[src/packet_blocklist_rate_limiter_top_assert.svh]
// Assertion macros shared by the rate limiter RTL.
// Every macro samples on clk and is switched off while arst_n is low.
`ifndef PACKET_BLOCKLIST_RATE_LIMITER_TOP_ASSERT_SVH
`define PACKET_BLOCKLIST_RATE_LIMITER_TOP_ASSERT_SVH

// The consequent must hold in the same cycle as the antecedent.
`define PBRL_ASSERT_NOW(lbl, ante, cons, msg) \
	lbl: assert property (@(posedge clk) disable iff (!arst_n) (ante) |-> (cons)) \
		else $error(msg);

// The consequent must hold in the cycle after the antecedent.
`define PBRL_ASSERT_NEXT(lbl, ante, cons, msg) \
	lbl: assert property (@(posedge clk) disable iff (!arst_n) (ante) |=> (cons)) \
		else $error(msg);

`endif

[src/pbrl_ram.sv]
`default_nettype none

module pbrl_ram #(
	parameter int WIDTH = 8,
	parameter int DEPTH = 16
) (
	input  wire logic                     clk,
	input  wire logic                     wr_en,
	input  wire logic [$clog2(DEPTH)-1:0] wr_addr,
	input  wire logic [WIDTH-1:0]         wr_data,
	input  wire logic                     rd_en,
	input  wire logic [$clog2(DEPTH)-1:0] rd_addr,
	output logic      [WIDTH-1:0]         rd_data
);

	logic [WIDTH-1:0] mem [DEPTH];

	always_ff @(posedge clk) begin
		if (wr_en) begin
			mem[wr_addr] <= wr_data;
		end
		if (rd_en) begin
			rd_data <= mem[rd_addr];
		end
	end

endmodule

`default_nettype wire

[config.mk]
export PLATFORM = sky130hd
export DESIGN_NAME = pbrl_ram
export DESIGN_NICKNAME = d
export VERILOG_FILES = /design/src/packet_blocklist_rate_limiter_top_assert.svh /design/src/pbrl_ram.sv
export SDC_FILE = /design/constraint.sdc
export NUM_CORES = 1
export LEC_CHECK = 0
export BUFFER_PORTS_ARGS = -buffer_cell sky130_fd_sc_hd__buf_2
export CAP_MARGIN = 0
export CORE_AREA = 8 8 108 110
export DETAILED_ROUTE_END_ITERATION = 8
export DIE_AREA = 0 0 116 118
export PLACE_DENSITY_LB_ADDON = 0.2
export SLEW_MARGIN = 15
export SYNTH_ARGS = -nofsm -noshare
export SYNTH_HDL_FRONTEND = slang
export SYNTH_SLANG_ARGS = --single-unit
[constraint.sdc]
create_clock -name clk -period 1.9 [get_ports clk]
set_input_delay 0.38 -clock clk [delete_from_list [all_inputs] [get_ports clk]]
set_output_delay 0.38 -clock clk [all_outputs]
set_load 0.01 [all_outputs]
== Word level (Yosys, flattened, before mapping) ==
Memories as Yosys holds them, arrays and structs flattened. A register that Yosys moved wholly into a read port is not among the register bits.
Cells that the tools add are included.
Operators by class
  multiplexer cells: 2
Operator list (number)
  1-bit 2-to-1 mux: 2
Storage, ports and cells
  flip-flop bits (word level): 0
  bits in writable memories: 128
  output and inout bits: 8
  memories kept: 1
  bits of input ports: 19
  logic and storage cells: 3
Memories
  mem: words 16, width 8, read ports 1, clocked after Yosys merged registers in 1, wr ports 1, RTL line pbrl_ram.sv:16  | logic [WIDTH-1:0] mem [DEPTH];

== Longest topological paths before layout ==
  depth after elaboration: 2
  mapped depth: 5

== Worst setup path after synthesis ==
No wires, ideal clock.
  kind: input to register
  from: input port wr_addr[2]
  to: memory mem[0][0], enable pin
  arrival time: 1.490 ns
  setup time: 0.383 ns
  setup slack: 0.027 ns
  stages: 2
  cell sequence: or3b_2 nor3_1
RTL lines
  from (decl): RTL line pbrl_ram.sv:9  | input wire logic [$clog2(DEPTH)-1:0] wr_addr,
  to (decl): RTL line pbrl_ram.sv:16
Straight into the memory's write port.

==> impl_metrics.csv <==
group,metric,value,unit
run_status,status,"complete, no violations",
global_route,grt_max_degree,19,
routing,drc,0,
routing,dr.pass1.iters,4,
routing,wl_per_cell,22.8,um
sta,whs,0.246,ns
sta,timing.final.crit_share,0.816,
cells_and_area,post-route-util,0.620,
logic_synthesis,ys_top_cells_by_area,"edfxtp_1 78%, mux4_2 7.8%, mux4_1 7.0%, a22oi_1 2.3%, nor2_1 0.93%",
cells_and_area,layout_common_cells,"136 x edfxtp_1, 26 x buf_2, 20 x buf_4",
global_route,antenna_found_initial,0,
logic_synthesis,ys_seq_area_frac,0.781,
power_and_ir_drop,intPower,5210,uW
power_and_ir_drop,p_per_area,1040,mW/mm^2
placement,place_hpwl,6600,um
floorplanning,io-pin-count,27,
clocking,post_cts_resized,0,
sta,fmax,645,MHz
logic_synthesis,postSynthNetCount,248,
job,cap_violations,0,
global_route,globalRouteOverflowTotal,0,
power_and_ir_drop,p_leak,0.00211,uW
cells_and_area,fin_nets,309,
logic_synthesis,ys_warn_count,0,
power_and_ir_drop,p_sw,1260,uW
sta,clock_skew,0.00847,ns
routing,routed_wl,9930,um
cells_and_area,drive_gt1_frac,0.300,
power_and_ir_drop,ir_worst_vdd,545,uV
placement,gp_congestion,0.742,
floorplanning,die_area,0.0137,sq mm
sta,rsz0062_at_grt,"false",
floorplanning,chipHeight,118,um
clocking,cts_buffers,17,
floorplanning,rows,37,
critical_path,startpoint,"mem[1][3]",
critical_path,required,2.16,ns
power_and_ir_drop,power.share.sequential,0.526,
logic_synthesis,yosys.area.top_type,"edfxtp_1",
power_and_ir_drop,power.share.combinational,0.052,
clocking,cts_tree,"built",
critical_path,endpoint_kind,"flop",
sta,hold_viol,0,
logic_synthesis,synth_cells,229,
routing,routed_via_density,5.64,
critical_path,rr_startpoint,"mem[1][3]",
routing,vias,2457,
cells_and_area,area.growth.synth_to_final,18.6,%
global_route,grt_pass1_wl,15300,um
sta,finalSetupViolations,0,
critical_path,startpoint_type,"flop",
global_route,track_usage,0.159,
clocking,cts-hold-fix-buffers,0,
worst_hold_path,min-delay-path-class,"in2reg",
logic_synthesis,synthDistinctLibCells,18,
clocking,cts-root-buf,"clkbuf_8",
routing,drtAntennaViolNets,0,
sta,drv_slew,0,
critical_path,crit_type,"reg2reg",
power_and_ir_drop,clkPwrFrac,0.422,
clocking,clk-insertion-delay-late,0.51,ns
clocking,htree_num_levels,4,
floorplanning,die_x,116,um
cells_and_area,layout_commonest_cell,"edfxtp_1",
clocking,cts.sinks,136,
logic_synthesis,ys_ff_latch,136,
cells_and_area,final_cells,436,
logic_synthesis,syn_area,0.00523,sq mm
routing,drtIter0Drc,123,
cells_and_area,diodes,0,
sta,period_needed,1.55,ns
clocking,cts_setup_buffers,0,
critical_path,crit_fanout,1,
power_and_ir_drop,total_power,6460,uW
critical_path,worstPathArrival,1.81,ns
global_route,first_global_vias,2639,
sta,tightest_slew,0.372,ns
clocking,clockBufferDepth,2,
placement,post-place-cells,407,
logic_synthesis,synth_top_area_share,0.781,
sta,relSlewSlack,0.752,
power_and_ir_drop,swShare,0.194,
floorplanning,coreArea,0.0100,sq mm
clocking,clk_pin_slew,0.06,ns
floorplanning,floorplan.initialDensity,0.523,
worst_hold_path,hp-start,"wr_data[2]",
logic_synthesis,syn_avg_cell_area,22.8,sq um
sta,tns,0,ns
placement,portBuffers,26,
worst max-delay path: stages (launching register included):
cell	delay [ns]
edfxtp_1	0.38
mux4_1	0.54
a22oi_1	0.28
nand2_1	0.09
Yosys cell counts:
cell type          n
nand3b_1           2
nand2_1            9
nor3_1             4
or3b_2             1
nand3_1            1
edfxtp_1         136
nor2b_1            1
nor2_1            13
clkdlybuf4s25_2    3
buf_4              1
buf_6              3
and2b_1            1
nand2b_1           2
buf_2              3
mux4_1            14
a22oi_1           16
and2_1             1
mux4_2            18
flip-flops by register name, indices dropped and copies added (netlist names):
signal and count:
rd_data 8, mem 128
layer usage:
metal / track usage / up-vias / share of wire
met5: 0 / - / 0
met4: 0.0560 / 0 / 0.012
met3: 0.0528 / 11 / 0.038
met2: 0.239 / 47 / 0.50
met1: 0.210 / 1297 / 0.45
li1: - / 1102 / -
metrics by stage:
stage / setup WS (ns) / instance area [sq um]
3_5_place_dp: -0.0952 / 5710
2_1_floorplan: 0.0271 / 5230
3_3_place_gp: -0.101 / 5710
5_1_grt: 0.328 / 6200
6_report: 0.350 / 6200
4_1_cts: 0.338 / 6200
area by class of cell:
class                   instances  area, sq um
repair buffers                 52          400
clock inverters                 9         61.3
multi-input cells              83         1060
well taps                     136          170
fillers                       710         3800
clock buffers                  20          425
flip-flops and latches        136         4080
power by group through the flow:
| stage | Clock, uW | Combinational (uW) | Sequential (uW) |
|---|---|---|---|
| final | 2730 | 335 | 3400 |
| after floorplan | 0 | 171 | 3460 |
| after detailed placement | 0 | 343 | 3460 |
| after global placement | 0 | 335 | 3460 |
| after CTS | 2780 | 343 | 3400 |
| after global routing | 2910 | 365 | 3400 |
logic make-up after synthesis:
family / Yosys count / synth area share
muxes: 32 / 0.148
AOI/OAI and AO/OA: 16 / 0.0230
buffers and inverters: 10 / 0.0165
and+or+nand+nor: 35 / 0.0314
DFF: 136 / 0.781
path summary, 6_finish.rpt:
| kind | end | slack, ns | depth (start not counted) |
|---|---|---|---|
| worst max-delay path | rd_data[3] | 0.35 | 3 |
| worst min-delay path | mem[5][2] | 0.25 | 1 |
| worst max register to register | rd_data[3] | 0.35 | 3 |
| worst min register to register | rd_data[0] | 0.75 | 3 |
(Power assumes the default switching activity.)
